$ cat src/design/fpt_pkg.sv
// Shared types and constants of the fan PWM and tachometer controller.
package fpt_pkg;

	// Input stream layout
	localparam int unsigned IN_DATA_W = 16;
	localparam int unsigned IN_USER_W = 3;
	// Output stream layout
	localparam int unsigned OUT_DATA_W = 32;
	localparam int unsigned OUT_USER_W = 2;
	// Configuration port
	localparam int unsigned CFG_INDEX_W = 2;
	localparam int unsigned CFG_DATA_W = 32;

	// Shared divider
	localparam int unsigned DIV_W = 32;
	localparam int unsigned DIV_CNT_W = $clog2(DIV_W);

	// Item kinds carried in the low bits of the input tuser
	typedef enum logic [1:0] {
		CMD_TICK  = 2'd0,
		CMD_EDGE  = 2'd1,
		CMD_WRITE = 2'd2,
		CMD_READ  = 2'd3
	} cmd_t;

	// PWM output modes
	localparam logic [1:0] MODE_OFF = 2'd0;
	localparam logic [1:0] MODE_PWM = 2'd1;
	localparam logic [1:0] MODE_ON  = 2'd2;

	// Bus register addresses
	localparam logic [7:0] ADDR_DUTY = 8'd0;
	localparam logic [7:0] ADDR_RPM  = 8'd1;

	// Configuration register indexes
	localparam logic [CFG_INDEX_W-1:0] CFG_PWM_TOP   = 2'd0;
	localparam logic [CFG_INDEX_W-1:0] CFG_TIMEOUT   = 2'd1;
	localparam logic [CFG_INDEX_W-1:0] CFG_NUMERATOR = 2'd2;

	// Reset values of the configuration registers
	localparam logic [7:0]  PWM_TOP_RESET   = 8'd159;
	localparam logic [31:0] TIMEOUT_RESET   = 32'd1000000;
	localparam logic [31:0] NUMERATOR_RESET = 32'd15000000;

	// Duty and speed constants
	localparam logic [7:0]  DUTY_ZERO  = 8'd0;
	localparam logic [7:0]  DUTY_FULL  = 8'd255;
	localparam logic [15:0] ROUND_HALF = 16'd127;
	localparam logic [15:0] RPM_MAX    = 16'hFFFF;

	// Sequencer states, one-hot
	typedef enum logic [3:0] {
		ST_IDLE = 4'b0001,
		ST_EXEC = 4'b0010,
		ST_DIV  = 4'b0100,
		ST_DONE = 4'b1000
	} state_t;

endpackage

$ cat src/design/fan_pwm_tach_controller.sv
// Top level of the fan PWM and tachometer controller: sequencer, state and stream ports.
// Usage. Every transaction on the input stream is one item: a microsecond tick, a tach
// edge, a bus write or a bus read, selected by s_axis_tuser. Each item gives exactly one
// transaction on the output stream with the PWM mode and compare value after the item,
// and for a bus read of the rpm register the speed and its saturation flag.
// Configuration registers (PWM top, timeout, rpm numerator) are written through the cfg
// channel, which is always ready; the user must make writes while the block is idle,
// as the block does not enforce it. An index with no register behind it is ignored.
// Sequencing. An rpm read within the timeout with a measured interval runs the shared
// 32-bit divider, one quotient bit per cycle, between the execute and done states. Every
// other item, duty writes included, goes from the execute state straight to the done
// state. One item is worked on at a time, so s_axis_tready is high only while the
// sequencer is idle.
// Reset. arst_n clears the time counter, edge time, interval, pointer, duty compare and
// mode, loads the configuration reset values and empties the output register.
// Stalls. A result waits in the output register until taken; the next item may be
// accepted meanwhile, and its result is held back until the slot is free.
module fan_pwm_tach_controller (
	input  logic                             clk,
	input  logic                             arst_n,
	// Input stream
	input  logic                             s_axis_tvalid,
	output logic                             s_axis_tready,
	// tdata: reg_addr [7:0], write_data [15:8]
	input  logic [fpt_pkg::IN_DATA_W-1:0]    s_axis_tdata,
	// tuser: cmd [1:0], has_data [2]
	input  logic [fpt_pkg::IN_USER_W-1:0]    s_axis_tuser,
	// Output stream
	output logic                             m_axis_tvalid,
	input  logic                             m_axis_tready,
	// tdata: pwm_mode [1:0], pwm_compare [9:2], read_data [25:10], zeros [31:26]
	output logic [fpt_pkg::OUT_DATA_W-1:0]   m_axis_tdata,
	// tuser: read_valid [0], rpm_saturated [1]
	output logic [fpt_pkg::OUT_USER_W-1:0]   m_axis_tuser,
	// Configuration write channel
	input  logic                             cfg_valid,
	output logic                             cfg_ready,
	input  logic [fpt_pkg::CFG_INDEX_W-1:0]  cfg_index,
	input  logic [fpt_pkg::CFG_DATA_W-1:0]   cfg_data
);

	fpt_pkg::state_t state_q;

	// Configuration registers
	logic [7:0]  pwm_top_q;
	logic [31:0] timeout_q;
	logic [31:0] numerator_q;

	// Block state
	logic [31:0] now_q;
	logic [31:0] last_edge_q;
	logic [31:0] interval_q;
	logic [7:0]  reg_ptr_q;
	logic [7:0]  duty_cmp_q;
	logic [1:0]  mode_q;

	// Captured item
	fpt_pkg::cmd_t cmd_q;
	logic [7:0]    addr_q;
	logic          has_q;
	logic [7:0]    wdata_q;

	// Read result of the item in flight
	logic        rvalid_q;
	logic [15:0] rdata_q;
	logic        rsat_q;

	// Output register
	logic                            out_valid_q;
	logic [fpt_pkg::OUT_DATA_W-1:0]  out_data_q;
	logic [fpt_pkg::OUT_USER_W-1:0]  out_user_q;

	// Shared divider hookup
	logic        div_start;
	logic        div_done;
	logic [31:0] div_quotient;

	logic        in_fire;
	logic        out_free;
	logic [31:0] gap;
	logic [31:0] elapsed;
	logic [15:0] duty_product;
	logic [15:0] duty_scaled;
	logic        rpm_read;
	logic        rpm_live;
	logic        rpm_ceiling;

	assign in_fire  = s_axis_tvalid && s_axis_tready;
	assign out_free = !out_valid_q || m_axis_tready;

	assign s_axis_tready = (state_q == fpt_pkg::ST_IDLE);
	assign cfg_ready     = 1'b1;

	assign gap     = now_q - last_edge_q;
	assign elapsed = now_q - last_edge_q;
	// The product plus rounding stays below 2^16 for any duty and top.
	assign duty_product = 16'(wdata_q * pwm_top_q) + fpt_pkg::ROUND_HALF;
	// Division by 255 is exact as (x + (x >> 8) + 1) >> 8 for any x below 65280. The
	// rounded product is at most 64897, so the sum cannot overflow 16 bits.
	assign duty_scaled = duty_product + {8'd0, duty_product[15:8]} + 16'd1;

	// A read of the rpm register reports a speed only when an edge came within the
	// timeout; with no interval measured yet it reports the ceiling, otherwise it divides.
	assign rpm_read    = (cmd_q == fpt_pkg::CMD_READ) && (reg_ptr_q == fpt_pkg::ADDR_RPM);
	assign rpm_live    = rpm_read && (elapsed < timeout_q);
	assign rpm_ceiling = rpm_live && (interval_q == 32'd0);
	assign div_start   = (state_q == fpt_pkg::ST_EXEC) && rpm_live && (interval_q != 32'd0);

	fpt_div u_div (
		.clk      (clk),
		.arst_n   (arst_n),
		.start    (div_start),
		.dividend (numerator_q),
		.divisor  (interval_q),
		.done     (div_done),
		.quotient (div_quotient)
	);

	// Configuration writes
	always_ff @(posedge clk or negedge arst_n) begin
		if (!arst_n) begin
			pwm_top_q   <= fpt_pkg::PWM_TOP_RESET;
			timeout_q   <= fpt_pkg::TIMEOUT_RESET;
			numerator_q <= fpt_pkg::NUMERATOR_RESET;
		end else if (cfg_valid && cfg_ready) begin
			unique case (cfg_index)
				fpt_pkg::CFG_PWM_TOP:   pwm_top_q   <= cfg_data[7:0];
				fpt_pkg::CFG_TIMEOUT:   timeout_q   <= cfg_data;
				fpt_pkg::CFG_NUMERATOR: numerator_q <= cfg_data;
				default: ;
			endcase
		end
	end

	// Item capture; payload only
	always_ff @(posedge clk) begin
		if (in_fire) begin
			cmd_q   <= fpt_pkg::cmd_t'(s_axis_tuser[1:0]);
			has_q   <= s_axis_tuser[2];
			addr_q  <= s_axis_tdata[7:0];
			wdata_q <= s_axis_tdata[15:8];
		end
	end

	// Sequencer and block state
	always_ff @(posedge clk or negedge arst_n) begin
		if (!arst_n) begin
			state_q     <= fpt_pkg::ST_IDLE;
			now_q       <= '0;
			last_edge_q <= '0;
			interval_q  <= '0;
			reg_ptr_q   <= '0;
			duty_cmp_q  <= '0;
			mode_q      <= fpt_pkg::MODE_OFF;
			rvalid_q    <= 1'b0;
			rdata_q     <= '0;
			rsat_q      <= 1'b0;
			out_valid_q <= 1'b0;
		end else begin
			// The output slot fills when a result is done and drains when it is taken.
			if ((state_q == fpt_pkg::ST_DONE) && out_free) begin
				out_valid_q <= 1'b1;
			end else if (m_axis_tready) begin
				out_valid_q <= 1'b0;
			end
			unique case (state_q)
				fpt_pkg::ST_IDLE: begin
					if (in_fire) begin
						state_q <= fpt_pkg::ST_EXEC;
					end
				end
				fpt_pkg::ST_EXEC: begin
					rvalid_q <= rpm_read;
					rdata_q  <= rpm_ceiling ? fpt_pkg::RPM_MAX : 16'd0;
					rsat_q   <= rpm_ceiling;
					state_q  <= div_start ? fpt_pkg::ST_DIV : fpt_pkg::ST_DONE;
					case (cmd_q)
						fpt_pkg::CMD_TICK: begin
							now_q <= now_q + 32'd1;
						end
						fpt_pkg::CMD_EDGE: begin
							// Smoothed interval: three quarters old plus a quarter of the gap.
							interval_q  <= interval_q - (interval_q >> 2) + (gap >> 2);
							last_edge_q <= now_q;
						end
						fpt_pkg::CMD_WRITE: begin
							reg_ptr_q <= addr_q;
							if ((addr_q == fpt_pkg::ADDR_DUTY) && has_q) begin
								if (wdata_q == fpt_pkg::DUTY_ZERO) begin
									mode_q <= fpt_pkg::MODE_OFF;
								end else if (wdata_q == fpt_pkg::DUTY_FULL) begin
									mode_q <= fpt_pkg::MODE_ON;
								end else begin
									mode_q     <= fpt_pkg::MODE_PWM;
									duty_cmp_q <= duty_scaled[15:8];
								end
							end
						end
						// A read changes no state; its result is set above.
						default: ;
					endcase
				end
				fpt_pkg::ST_DIV: begin
					if (div_done) begin
						state_q <= fpt_pkg::ST_DONE;
						if (div_quotient[31:16] != 16'd0) begin
							rdata_q <= fpt_pkg::RPM_MAX;
							rsat_q  <= 1'b1;
						end else begin
							rdata_q <= div_quotient[15:0];
						end
					end
				end
				fpt_pkg::ST_DONE: begin
					if (out_free) begin
						state_q <= fpt_pkg::ST_IDLE;
					end
				end
				default: state_q <= fpt_pkg::ST_IDLE;
			endcase
		end
	end

	// Output payload; loaded together with the valid flag
	always_ff @(posedge clk) begin
		if ((state_q == fpt_pkg::ST_DONE) && out_free) begin
			out_data_q <= {6'd0, rdata_q, duty_cmp_q, mode_q};
			out_user_q <= {rsat_q, rvalid_q};
		end
	end

	assign m_axis_tvalid = out_valid_q;
	assign m_axis_tdata  = out_data_q;
	assign m_axis_tuser  = out_user_q;

endmodule

$ cat src/design/fpt_div.sv
// Shared iterative unsigned divider, one quotient bit per cycle.
module fpt_div (
	input  logic                       clk,
	input  logic                       arst_n,
	input  logic                       start,
	input  logic [fpt_pkg::DIV_W-1:0]  dividend,
	input  logic [fpt_pkg::DIV_W-1:0]  divisor,
	output logic                       done,
	output logic [fpt_pkg::DIV_W-1:0]  quotient
);

	logic                          busy_q;
	logic                          done_q;
	logic [fpt_pkg::DIV_CNT_W-1:0] cnt_q;
	logic [fpt_pkg::DIV_W-1:0]     rem_q;
	logic [fpt_pkg::DIV_W-1:0]     quo_q;
	logic [fpt_pkg::DIV_W-1:0]     divisor_q;
	logic [fpt_pkg::DIV_W:0]       trial;
	logic                          fits;

	// The partial remainder stays below the divisor, so bit DIV_W of the
	// difference is a clean borrow flag.
	always_comb begin
		trial = {rem_q, quo_q[fpt_pkg::DIV_W-1]} - {1'b0, divisor_q};
		fits  = ~trial[fpt_pkg::DIV_W];
	end

	always_ff @(posedge clk or negedge arst_n) begin
		if (!arst_n) begin
			busy_q <= 1'b0;
			done_q <= 1'b0;
			cnt_q  <= '0;
		end else begin
			done_q <= 1'b0;
			if (start) begin
				busy_q <= 1'b1;
				cnt_q  <= '0;
			end else if (busy_q) begin
				cnt_q <= cnt_q + 1'b1;
				if (cnt_q == fpt_pkg::DIV_CNT_W'(fpt_pkg::DIV_W - 1)) begin
					busy_q <= 1'b0;
					done_q <= 1'b1;
				end
			end
		end
	end

	always_ff @(posedge clk) begin
		if (start) begin
			rem_q     <= '0;
			quo_q     <= dividend;
			divisor_q <= divisor;
		end else if (busy_q) begin
			if (fits) begin
				rem_q <= trial[fpt_pkg::DIV_W-1:0];
			end else begin
				rem_q <= {rem_q[fpt_pkg::DIV_W-2:0], quo_q[fpt_pkg::DIV_W-1]};
			end
			quo_q <= {quo_q[fpt_pkg::DIV_W-2:0], fits};
		end
	end

	assign done     = done_q;
	assign quotient = quo_q;

endmodule

$ cat config.mk
export PLATFORM = sky130hd
export DESIGN_NAME = fan_pwm_tach_controller
export DESIGN_NICKNAME = d
export VERILOG_FILES = /design/src/design/fpt_pkg.sv /design/src/design/fan_pwm_tach_controller.sv /design/src/design/fpt_div.sv
export SDC_FILE = /design/constraint.sdc
export NUM_CORES = 1
export LEC_CHECK = 0
export ABC_AREA = 1
export BUFFER_PORTS_ARGS = -buffer_cell sky130_fd_sc_hd__buf_2
export CAP_MARGIN = 10
export CELL_PAD_IN_SITES_DETAIL_PLACEMENT = 2
export CELL_PAD_IN_SITES_GLOBAL_PLACEMENT = 2
export CORE_ASPECT_RATIO = 0.8
export CORE_MARGIN = 4
export CORE_UTILIZATION = 38
export DETAILED_ROUTE_END_ITERATION = 7
export GPL_TIMING_DRIVEN = 0
export HOLD_SLACK_MARGIN = 0.06
export PLACE_DENSITY_LB_ADDON = 0.3
export RECOVER_POWER = 50
export SYNTH_ARGS = -nofsm -noshare
export SYNTH_HDL_FRONTEND = slang
export SYNTH_SLANG_ARGS = --single-unit
$ cat constraint.sdc
create_clock -name clk -period 7.1 [get_ports clk]
set_input_delay 1.42 -clock clk [delete_from_list [all_inputs] [get_ports clk]]
set_output_delay 1.42 -clock clk [all_outputs]
set_load 0.1 [all_outputs]
---- Yosys cells after proc, flatten, opt, wreduce, memory -nomap -nowiden ----
Index checks and enable logic that the tools add are counted.
storage, ports and cells
  register bits ........................... 359
  bits of input ports ..................... 58
  output and inout bits ................... 37
  word-level logic and storage cells ...... 114
operators by class
  add/subtract/negate cells ............... 9
  $mul .................................... 1
  magnitude comparators ................... 1
  eq/ne operators ......................... 16
  mux-type cells .......................... 27
  bitwise logic cells ..................... 3
  reductions and logical operators ........ 31
operator list
  kind                                                  count
  two-way mux 32 bit                                    3
  two-way mux 16 bit                                    3
  subtractor 33 x 32 -> 33 bit                          1
  adder 32 x 1 -> 32 bit (second input constant)        1
  adder 32 x 30 -> 32 bit                               1
  zero test 32 bit                                      1
  < comparator 32 bit                                   1
  one-hot mux 16 bit (2 select lines)                   1
  nonzero test 32 bit                                   1
  subtractor 32 x 30 -> 32 bit                          1
  subtractor 32 bit                                     1
  adder 16 x 1 -> 16 bit (second input constant)        1
  adder 16 x 7 -> 16 bit (second input constant)        1
  adder 16 x 8 -> 16 bit                                1
  zero test 8 bit                                       2
  multiplier 8 x 8 -> 16 bit                            1
  two-way mux 4 bit                                     4
  one-hot mux 4 bit (4 select lines)                    1
  nonzero test 16 bit                                   1
  AND reduction 2 bit                                   7
  two-way mux 1 bit                                     10
  two-way mux 5 bit                                     2
  AND reduction 3 bit                                   3
  equality test 8 x 1 -> 1 bit (second input constant)  1
  20 further kinds                                      38

---- Logic depth before layout (Yosys ltp) ----
Gate-level depths: netlist (run 1).
  depth in word-level cells ............... 7
  depth in mapped cells ................... 31
  gate-level depth less buffers ........... 30

---- Modules after synthesis ----
Synthesis (run 1) repeated with hierarchy kept, for this count alone.
second synthesis, totals
  cells, all modules ...................... 3279
  area total of the unflattened synthesis .. 24855.1 sq um
modules (own cells, without submodules)
  module                   times used  cells each  area each (sq um)  seq. area each (sq um)
  fan_pwm_tach_controller  1           2251        18023.5            6671.4
  fpt_div                  1           1028        6831.6             2737.6

---- Worst setup path before layout (run 1) ----
Ideal clock, no wire load.
  kind .................................... reg2reg
  from .................................... register pwm_top_q[7]
  to ...................................... register duty_cmp_q[7]
  setup time .............................. 0.118 ns
  arrival ................................. 5.432 ns
  data required time ...................... 6.982 ns
  path slack .............................. 1.550 ns
  stages on the path, launching flop included .. 32
  path buffers ............................ 1
  period minus slack after synthesis ...... 5.550 ns
  cells stage by stage .................... dfstp_2 -> clkbuf_1 -> nand2_1 -> fa_1 -> fa_1 -> inv_1 -> fa_1 -> inv_1 -> fa_1 -> inv_1 -> ha_1 -> nand2_1 -> inv_1 -> nand2_1 -> nand2_1 -> nand2_1 -> nand3_1 -> nand2_1 -> nand2_1 -> a21oi_1 -> xor2_1 -> inv_1 -> ha_1 -> inv_1 -> nor2_1 -> nand3_1 -> nor3_1 -> nand2_1 -> nand2_1 -> nand2_1 -> nand3_1 -> nand2_1
on the way
  word-level cells in the longest chain between the ends .. 4
ends and longest elaborated chain
  item                        RTL line                        RTL
  start, declared             fan_pwm_tach_controller.sv:45   logic [7:0] pwm_top_q;
  start signal, assigned      fan_pwm_tach_controller.sv:122  pwm_top_q <= fpt_pkg::PWM_TOP_RESET;
  start signal, assigned      fan_pwm_tach_controller.sv:127  fpt_pkg::CFG_PWM_TOP: pwm_top_q <= cfg_data[7:0];
  multiplier 8 x 8 -> 16 bit  fan_pwm_tach_controller.sv:97   assign duty_product = 16'(wdata_q * pwm_top_q) + fpt_pkg::ROUND_HALF;
  adder 16 x 7 -> 16 bit      fan_pwm_tach_controller.sv:97
  adder 16 x 8 -> 16 bit      fan_pwm_tach_controller.sv:100  assign duty_scaled = duty_product + {8'd0, duty_product[15:8]} + 16'd1;
  adder 16 x 1 -> 16 bit      fan_pwm_tach_controller.sv:100
  end signal, assigned        fan_pwm_tach_controller.sv:195  duty_cmp_q <= duty_scaled[15:8];
  end, declared               fan_pwm_tach_controller.sv:54   logic [7:0] duty_cmp_q;
No other way between the ends.
A chain may end at the register's enable or synchronous reset.

---- Final worst setup path (run 1) ----
  from .................................... register now_q[0]
  to ...................................... register u_div.quo_q (netlist bit u_div.quotient[30]), data pin
on the way
  word-level cells in the longest chain between the ends .. 6
ends and longest elaborated chain
  item                            RTL line                        RTL
  start, declared                 fan_pwm_tach_controller.sv:50   logic [31:0] now_q;
  start signal, assigned          fan_pwm_tach_controller.sv:179  now_q <= now_q + 32'd1;
  subtractor 32 bit               fan_pwm_tach_controller.sv:95   assign elapsed = now_q - last_edge_q;
  < comparator 32 bit             fan_pwm_tach_controller.sv:105  assign rpm_live = rpm_read && (elapsed < timeout_q);
  logical AND 1 bit               fan_pwm_tach_controller.sv:105
  logical AND 1 bit (2 in a row)  fan_pwm_tach_controller.sv:107  assign div_start = (state_q == fpt_pkg::ST_EXEC) && rpm_live && (interval_q != 32'd0);
  two-way mux 32 bit              fpt_div.sv:49                   if (start) begin
  end signal, assigned            fpt_div.sv:51                   quo_q <= dividend;
  end signal, assigned            fpt_div.sv:59                   quo_q <= {quo_q[fpt_pkg::DIV_W-2:0], fits};
  end, declared                   fpt_div.sv:16                   logic [fpt_pkg::DIV_W-1:0] quo_q;
No other way between the ends.

==> flow_summary.yaml, run 1 <==
sta:
  slew_viol_final: 133
  totalNegativeSetupSlack_ns: 0
  final.setup_skew_ns: 0.0171
  tightest_slew_ns: 5.26
  hold_viol: 0
  fin_crit_sh: 0.940
  rsz0062_at_grt: "no"
  finalSetupViolCount: 0
  slew-limit-headroom: -2.50
  clock.fmax_mhz: 150
  fin_crit_ns: 6.67
hold_path:
  hp-class: "reg -> reg"
  min_path_cells: 0
global_route:
  grt_usage: 0.268
  grt_pass1_vias: 24300
  grt_max_degree: 115
  antenna_found_initial: 2
  overflow: 0
  grt_pass1_wl_mm: 141
synthesis:
  ys_seq_elements: 359
  yosysWarnings: 0
  synth.largest_area_cell: "dfrtp_1"
  avgSynthCellArea_sq_um: 8.04
  synthTopCellsByArea: "dfrtp_1, edfxtp_1, nand2_1"
  netlist_area_sq_mm: 0.0241
  synthArstFlopShare: 0.602
  synth.yosys.seq_area_share: 0.390
  synth_edf_count: 111
  synth_cells: 2998
  yosysTopAreaCellShare: 0.199
  ys.flop_type: "dfrtp_1"
  netlist-cell-type-count: 56
cells_and_area:
  syn2layout_area_growth_pct: 12.4
  mostFrequentLayoutCells: "nand2_1, inv_1, o21ai_0"
  final_common_cell: "nand2_1"
  fin_nets: 3433
  drive_gt1_frac: 0.0724
critical_path:
  endpoint: "u_div.quotient[30]"
  r2r_end: "u_div.quotient[30]"
  crit_path_max_fanout: 41
  crit_arrival_ns: 6.96
  worst-setup-path-type: "reg -> reg"
  r2r_slack_ns: 0.43
  start_kind: "flip-flop"
  worstSetupEndpointType: "flip-flop"
  cp-startpoint: "now_q[0]"
  r2r_cells: 25
  crit_required_ns: 7.39
  worstReg2RegStart: "now_q[0]"
floorplanning:
  die_w_um: 290
  fp-row-count: 82
  core-area_sq_mm: 0.0627
  die_height_um: 233
  die_area_sq_mm: 0.0675
  pin_count: 95
  initial_core_util: 0.384
detailed_routing:
  first_pass_iters: 7
  vias: 21500
  drt_drc_violations_left: 0
  wl_mm: 90.3
  ant_nets: 0
  viasPerCell: 5.38
  drt_iter0_markers: 1114
  wl_per_cell_um: 22.5
clock_network:
  numCtsBuffers: 41
  hold_buffers: 0
  h-tree-depth: 2
  cts_root_buffer: "clkbuf_16"
  insertion_delay_ns: 0.59
  cts_tree: "yes"
  path_clk_slew_ns: 0.07
  clockBufferDepth: 3
  cts_num_sinks: 359
place:
  io_buffer_count: 87
  gp_congestion: 0.904
  dp_hpwl_mm: 69.4
run_status:
  violations: "max-capacitance violations, max-slew violations"
  outcome: "finished, violations left"
flow_run:
  cap_violations: 2
[layout make-up]
cell class	instances	area, sq um
antenna	1	2.50
buffer	74	329
sequential	359	9410
clock inverter	19	317
clock buffer	57	1150
tap	840	1050
timing repair buffer	93	526
multi-input combinational	2081	12500
inverter	481	1810
fill	7207	35600
[through the flow]
step           hold WS, ns  area, sq um  instances  worst slack, ns  utilization
6_report             0.457        27100       4005            0.427        0.432
5_1_grt              0.472        27100       4004          0.00706        0.432
3_3_place_gp         0.435        25600       3930            0.492        0.408
4_1_cts              0.458        27200       4012            0.227        0.434
2_1_floorplan        0.419        24100       3003             1.55            -
3_5_place_dp         0.440        25700       3936            0.293        0.410
[registers in the layout, indices dropped and copies added, names as in the netlist, 8 cells and up]
signal and flops:
addr_q 8, duty_cmp_q 8, interval_q 32, last_edge_q 32
m_axis_tdata 26, now_q 32, numerator_q 32, pwm_top_q 8
rdata_q 16, reg_ptr_q 8, timeout_q 32, u_div.divisor_q 32
u_div.quotient 32, u_div.rem_q 32, wdata_q 8
[critical path, stage by stage (launching register included)]
cell and delay [ns]:
dfrtp_1 0.39, inv_1 0.18, ha_1 0.18, inv_1 0.06, fa_1 0.39, nand2_1 0.09
inv_1 0.05, nand2_1 0.05, nand2_1 0.11, a21boi_1 0.33, o21ai_0 0.22, a21oi_1 0.38
o21ai_2 0.14, nand3_1 0.10, nand2_1 0.06, xor2_1 0.60, ha_1 0.36, nand2_1 0.08
inv_1 0.05, nand3_1 0.13, a21oi_1 0.15, nor3_1 0.40, nand3_1 0.61, inv_2 0.29
buf_2 0.72, o21ai_0 0.25
[repair_timing]
action / 4_1_cts / 5_1_grt
endpoints found under the setup margin: 0 / 5
gates resized for setup: 0 / 1
setup buffers: 0 / 0
[synthesized netlist by cell type (6+ instances only)]
library cell,n
o21ai_0,229
nand2_1,780
nand3b_1,14
nand3_1,160
nor2_1,146
nand3_2,7
o21bai_1,14
xnor2_1,44
dfxtp_1,32
edfxtp_1,111
nand4_1,41
nor3_1,31
o21a_1,8
a21oi_1,157
dfstp_2,24
inv_1,477
ha_1,170
clkbuf_1,58
buf_4,10
a21boi_0,6
fa_1,74
o21ai_1,28
dfrtp_1,192
a21o_1,11
buf_2,11
nor4_1,29
a31oi_1,6
xor2_1,71
[per-layer routing]
layer  share of wire  global-route usage  up-vias
li1                -                   -     9967
met4           0.028              0.0714        2
met5         0.00011                   0        -
met3           0.040              0.0368      152
met1            0.45               0.358    11000
met2            0.48               0.458      441
[how the worst min path moves through the flow]
stage	to	start
after floorplan	m_axis_tuser[1]	rsat_q
after global placement	m_axis_tdata[6]	duty_cmp_q[4]
after detailed placement	m_axis_tdata[25]	rdata_q[15]
after CTS	m_axis_tdata[17]	rdata_q[7]
after global routing	m_axis_tdata[17]	rdata_q[7]
final	m_axis_tdata[7]	duty_cmp_q[5]
[cells by family after synthesis]
group                      count (synthesis)  share of synthesized area
other                                      2                   0.000312
DFF                                      359                      0.390
xor gates and xnor gates                 117                     0.0431
buffers and inverters                    563                     0.0898
muxes                                      1                   0.000467
and+or+nand+nor                         1232                      0.219
adders and majority gates                244                      0.150
AOI/OAI and AO/OA                        480                      0.107
Power of run 1 is left out: the tool's default activity adds up to more than one toggle a clock period on the data nets, which glitch-free logic cannot reach.
==> inputs of run 2 (changes only) <==
Settings changed: ABC_AREA 1 to 0, CORE_UTILIZATION 38 to 42.
==> run 2 against run 1 <==
  * The flow still finishes with violations (max-capacitance violations, max-slew violations)
  * Critical endpoint is now duty_cmp_q[7]
  * Cell count shrank 23%
  * Global-route usage rose by 0.20 points
  * Count of clock-buffer cells in the layout did not move
  * Clock skew rose by 0.0087 ns
  * Register-to-register slack got worse by 0.27 ns
  * Die area decreased by 14%
  * Maximum frequency is 3.8% lower
  * Design area is 5.4% lower
  * Synthesized cell count is 26% lower
  * Worst setup slack got worse by 0.27 ns
  * Wire length fell by 12%
  * Via count is 17% lower
==> flow_summary.yaml, run 2 <==
clock_network:
  cts_tree: "yes"
  numCtsBuffers: 42
  clockBufferDepth: 3
  insertion_delay_ns: 0.60
  path_clk_slew_ns: 0.06
  cts_num_sinks: 359
  h-tree-depth: 2
  cts_root_buffer: "clkbuf_16"
detailed_routing:
  drt_iter0_markers: 1066
  ant_nets: 0
  drt_drc_violations_left: 0
  viasPerCell: 5.80
  wl_per_cell_um: 25.7
  wl_mm: 79.6
  first_pass_iters: 5
  vias: 18000
sta:
  hold_viol: 0
  finalSetupViolCount: 0
  slew_viol_final: 104
  final.setup_skew_ns: 0.0257
  fin_crit_sh: 0.977
  slew-limit-headroom: -2.46
  totalNegativeSetupSlack_ns: 0
  layout_setup_ws_ns: 0.161
  clock.fmax_mhz: 144
  tightest_slew_ns: 5.18
  fin_crit_ns: 6.94
critical_path:
  crit_path_max_fanout: 9
  worst-setup-path-type: "reg -> reg"
  slowest_delay_ns: 0.65
  crit_top_cell: "fa_1"
  start_kind: "flip-flop"
  slowest_stage: "dfstp_2"
  crit_arrival_ns: 7.41
  worstSetupEndpointType: "flip-flop"
  crit_required_ns: 7.57
  timing.critical_path.cells: "nand2_1 -> fa_1 -> inv_1 -> fa_1 -> fa_1 -> inv_1 -> fa_1 -> inv_1 -> ha_1 -> a21oi_1 -> o21a_1 -> a211o_1 -> a21oi_1 -> o41ai_1 -> xnor2_1 -> buf_4 -> ha_1 -> nand2_1 -> o31ai_1 -> a41o_1 -> nand4b_1 -> xnor2_1 -> mux2_2"
floorplanning:
  die_area_sq_mm: 0.0580
  fp-row-count: 76
  core-area_sq_mm: 0.0537
  die_height_um: 216
  pin_count: 95
  initial_core_util: 0.424
  die_w_um: 268
synthesis:
  synthAdderAreaFrac: 0.158
  ys_seq_elements: 359
  synth_top_family_by_area: "adder cells"
  synth_mux_area_frac: 0.0644
  synth_edf_count: 111
  synthSimpleGateAreaFrac: 0.122
  synth.largest_area_cell: "dfrtp_1"
  synth_common_cells: "inv_1, nand2_1, dfrtp_1"
  yosysTopAreaCellShare: 0.211
  avgSynthCellArea_sq_um: 10.2
  synth_cells: 2227
  synth.most_common_cell: "inv_1"
  netlist_area_sq_mm: 0.0228
  synth-xor-area-share: 0.0506
  yosysWarnings: 0
  netlist-cell-type-count: 91
  synthTopCellsByArea: "dfrtp_1, edfxtp_1, ha_1"
  synth-compound-area-share: 0.140
  ys.flop_type: "dfrtp_1"
  synth.yosys.seq_area_share: 0.413
  synthArstFlopShare: 0.602
place:
  dpl_cell_area_sq_mm: 0.0242
  dpl_worst_slack_ns: -0.0914
  io_buffer_count: 87
  place_inst: 3026
  gp_congestion: 0.849
  dp_hpwl_mm: 56.9
cells_and_area:
  final_common_cell: "inv_1"
  drive_gt1_frac: 0.134
  syn2layout_area_growth_pct: 12.6
  fin_cells: 3101
  mostFrequentLayoutCells: "inv_1, nand2_1, dfrtp_1"
  final_area_sq_mm: 0.0256
  fill_cells: 5555
  multiInputGateArea_sq_mm: 0.0123
  regArea_sq_mm: 0.00941
  fin_nets: 2666
global_route:
  grt_pass1_wl_mm: 122
  grt_pass1_vias: 20300
  grt_usage: 0.270
  grt_max_degree: 115
  antenna_found_initial: 8
  overflow: 0
run_status:
  outcome: "finished, violations left"
  violations: "max-capacitance violations, max-slew violations"
flow_run:
  cap_violations: 1
hold_path:
  hp-class: "reg -> reg"
-- run 2: changes by cell type after synthesis, sizes merged, moves of 29 or more --
cell | previous run | this run
nand2 | 782 | 218
inv | 480 | 218
nand3 | 168 | 39
mux2 | 1 | 116
o21ai | 258 | 165
and2 | 0 | 50
a21oi | 157 | 108
xnor2 | 44 | 81
a21o | 11 | 46
a211oi | 3 | 36
nor2 | 151 | 122
-- run 2: stage by stage --
stage                     hold WS (ns)   util
after floorplan                  0.419      -
after global placement           0.433  0.449
after detailed placement         0.434  0.451
after CTS                        0.451  0.477
after global routing             0.462  0.477
final                            0.449  0.477
-- run 2: what timing repair did --
action	4_1_cts	5_1_grt
endpoints found under the hold margin	0	0
pin swaps	0	3
buffers inserted	0	4
gates resized for setup	1	4
hold buffers	0	0
setup endpoints to repair	8	18
-- run 2: critical path: cells and delay by family, from the launching register on --
kind                       cells  cell delay [ns]
AOI/OAI and AO/OA              7             1.90
xor gates and xnor gates       2             0.28
and+or+nand+nor                3             0.38
DFF                            1             0.65
adders and majority gates      6             2.93
buffers and inverters          4             0.38
muxes                          1             0.28
-- run 2: worst paths after layout --
kind / startpoint / to / slack (ns) / cells past startpoint
setup / recovery: pwm_top_q[2] / duty_cmp_q[7] / 0.16 / 23
hold / removal: rdata_q[2] / m_axis_tdata[12] / 0.45 / 0
setup reg to reg: pwm_top_q[2] / duty_cmp_q[7] / 0.16 / 23
hold reg to reg: rdata_q[2] / m_axis_tdata[12] / 0.45 / 0
max in group asynchronous: arst_n / now_q[12] / 1.36 / 1
min in group asynchronous: arst_n / numerator_q[25] / 2.78 / 1
-- run 2: layout make-up --
cell class / count / area share
well taps: 702 / 0.0343
flip-flops and latches: 359 / 0.367
clock inverters: 18 / 0.0105
clock buffers: 57 / 0.0444
plain buffers: 61 / 0.0118
multi-input cells: 1586 / 0.479
inverters: 218 / 0.0319
diodes: 4 / 0.000390
repair buffers: 96 / 0.0211
-- run 2: cells by family (layout without fill, tap and decap cells) --
family / Yosys count / after routing
adders and majority gates: 244 / 244
other: 2 / 11
xor gates and xnor gates: 130 / 130
DFF: 359 / 359
AOI/OAI and AO/OA: 494 / 494
muxes: 132 / 132
buffers and inverters: 287 / 450
and+or+nand+nor: 579 / 579
-- run 2: routing by layer --
layer,GRT usage,wire length [um],vias to the layer above
met4,0.0868,2710,4
met2,0.447,37500,388
li1,-,-,8057
met5,0,27,-
met3,0.0439,3510,169
met1,0.363,35900,9357
Power of run 2 is left out for the same reason.
==> inputs of run 3 (changes only) <==
==> constraint.sdc (replaced) <==
create_clock -name clk -period 7.1 [get_ports clk]
set_input_delay 0.71 -clock clk [delete_from_list [all_inputs] [get_ports clk]]
set_output_delay 0.71 -clock clk [all_outputs]
set_load 0.1 [all_outputs]
==> run 3 against run 2 <==
  * The run still ends with max-capacitance violations, max-slew violations left
  * Count of clock-buffer cells in the layout stayed put
  * Sequential share of layout area hardly changed
  * Flip-flop and latch count stayed put
  * Global-route usage stayed put
  * Cell count stayed put
  * First-iteration DRC count is 7.0% higher
  * Via count is 0.11% higher
  * Worst setup slack worse by 0.011 ns
  * Critical path depth stayed put
  * Critical endpoint unchanged
==> flow_summary.yaml, run 3 (synthesis results as in run 2) <==
cells_and_area:
  syn2layout_area_growth_pct: 12.7
  regArea_sq_mm: 0.00941
  final_common_cell: "inv_1"
  multiInputGateArea_sq_mm: 0.0123
  drive_gt1_frac: 0.132
  fin_nets: 2666
  mostFrequentLayoutCells: "inv_1, nand2_1, dfrtp_1"
  fill_cells: 5554
sta:
  tightest_slew_ns: 5.48
  fin_crit_sh: 0.979
  hold_ws_ns: 0.289
  finalSetupViolCount: 0
  clock.fmax_mhz: 144
  hold_viol: 0
  layout_setup_ws_ns: 0.150
  final.setup_skew_ns: 0.0267
  fin_crit_ns: 6.95
  slew-limit-headroom: -2.65
  slew_viol_final: 104
detailed_routing:
  drt_iter0_markers: 1141
  viasPerCell: 5.80
  drt_drc_violations_left: 0
  ant_nets: 0
  first_pass_iters: 5
  wl_per_cell_um: 25.7
  wl_mm: 79.7
  vias: 18000
flow_run:
  cap_violations: 1
floorplanning:
  pin_count: 95
  initial_core_util: 0.424
  fp-row-count: 76
  die_w_um: 268
  die_height_um: 216
  core-area_sq_mm: 0.0537
  die_area_sq_mm: 0.0580
critical_path:
  crit_arrival_ns: 7.42
  r2r_end: "duty_cmp_q[7]"
  worstReg2RegStart: "wdata_q[0]"
  crit_required_ns: 7.57
  worst-setup-path-type: "reg -> reg"
  r2r_cells: 23
  worstSetupEndpointType: "flip-flop"
  start_kind: "flip-flop"
  r2r_slack_ns: 0.15
  crit_path_max_fanout: 10
clock_network:
  insertion_delay_ns: 0.60
  h-tree-depth: 2
  clockBufferDepth: 3
  hold_buffers: 0
  cts_root_buffer: "clkbuf_16"
  cts_tree: "yes"
  cts_num_sinks: 359
  numCtsBuffers: 42
  path_clk_slew_ns: 0.07
run_status:
  violations: "max-capacitance violations, max-slew violations"
  outcome: "finished, violations left"
global_route:
  overflow: 0
  grt_usage: 0.270
  antenna_found_initial: 8
  grt_pass1_vias: 20300
  grt_pass1_wl_mm: 122
  grt_max_degree: 115
place:
  gp_congestion: 0.849
  dpl_worst_slack_ns: -0.0914
  io_buffer_count: 87
  dp_hpwl_mm: 56.9
hold_path:
  min_path_cells: 1
  hp-start: "s_axis_tdata[8]"
  min_to: "wdata_q[0]"
  hp-class: "in -> reg"
[run 3: final cells by class]
| class | count | area share |
|---|---|---|
| multi-input combinational | 1586 | 0.479 |
| sequential | 359 | 0.367 |
| clock inverter | 18 | 0.0105 |
| tap | 702 | 0.0342 |
| timing repair buffer | 96 | 0.0214 |
| antenna | 4 | 0.000390 |
| inverter | 218 | 0.0319 |
| clock buffer | 57 | 0.0443 |
| buffer | 61 | 0.0118 |
[run 3: repair_timing]
item	in CTS	in global routing
gates resized for setup	1	4
gates cloned	0	0
endpoints found under the setup margin	8	18
buffers inserted	0	4
pin swaps	0	3
[run 3: routing by layer]
metal  track usage  vias up  wire length, um
met5             0        -               27
li1              -     8045                -
met1         0.363     9365            35900
met4        0.0868        4             2730
met3        0.0439      163             3570
met2         0.447      418            37500
[run 3: worst max-delay path by stage]
stage,startpoint,end
after global routing,pwm_top_q[2],duty_cmp_q[7]
after floorplan,now_q[0],u_div.quotient[0]
final,wdata_q[0],duty_cmp_q[7]
after global placement,now_q[0],u_div.quotient[26]
after CTS,wdata_q[1],duty_cmp_q[4]
after detailed placement,pwm_top_q[2],duty_cmp_q[4]
[run 3: worst max-delay path, cell delays in order, from the launching register on]
cell and delay, ns:
edfxtp_1 0.62, nand2_1 0.15, fa_1 0.52, fa_1 0.56, inv_1 0.07, fa_1 0.54
inv_1 0.06, fa_1 0.58, inv_1 0.07, ha_1 0.41, nand2_1 0.16, or3_4 0.45
a211o_1 0.33, a21oi_1 0.22, o41ai_1 0.12, xnor2_1 0.15, buf_4 0.17, ha_1 0.37
nand2_1 0.11, o31ai_1 0.30, a41o_1 0.26, nand4b_1 0.15, xnor2_1 0.15, mux2_2 0.28
[run 3: metrics by stage]
step,std cells,util,cell area (sq um),setup TNS [ns]
after floorplan,2232,-,22800,0
after global placement,3021,0.449,24100,-56.57
after detailed placement,3026,0.451,24200,-0.0914
after CTS,3097,0.477,25600,0
after global routing,3101,0.477,25600,-0.262
final,3101,0.477,25600,0
Power of run 3 is left out for the same reason.
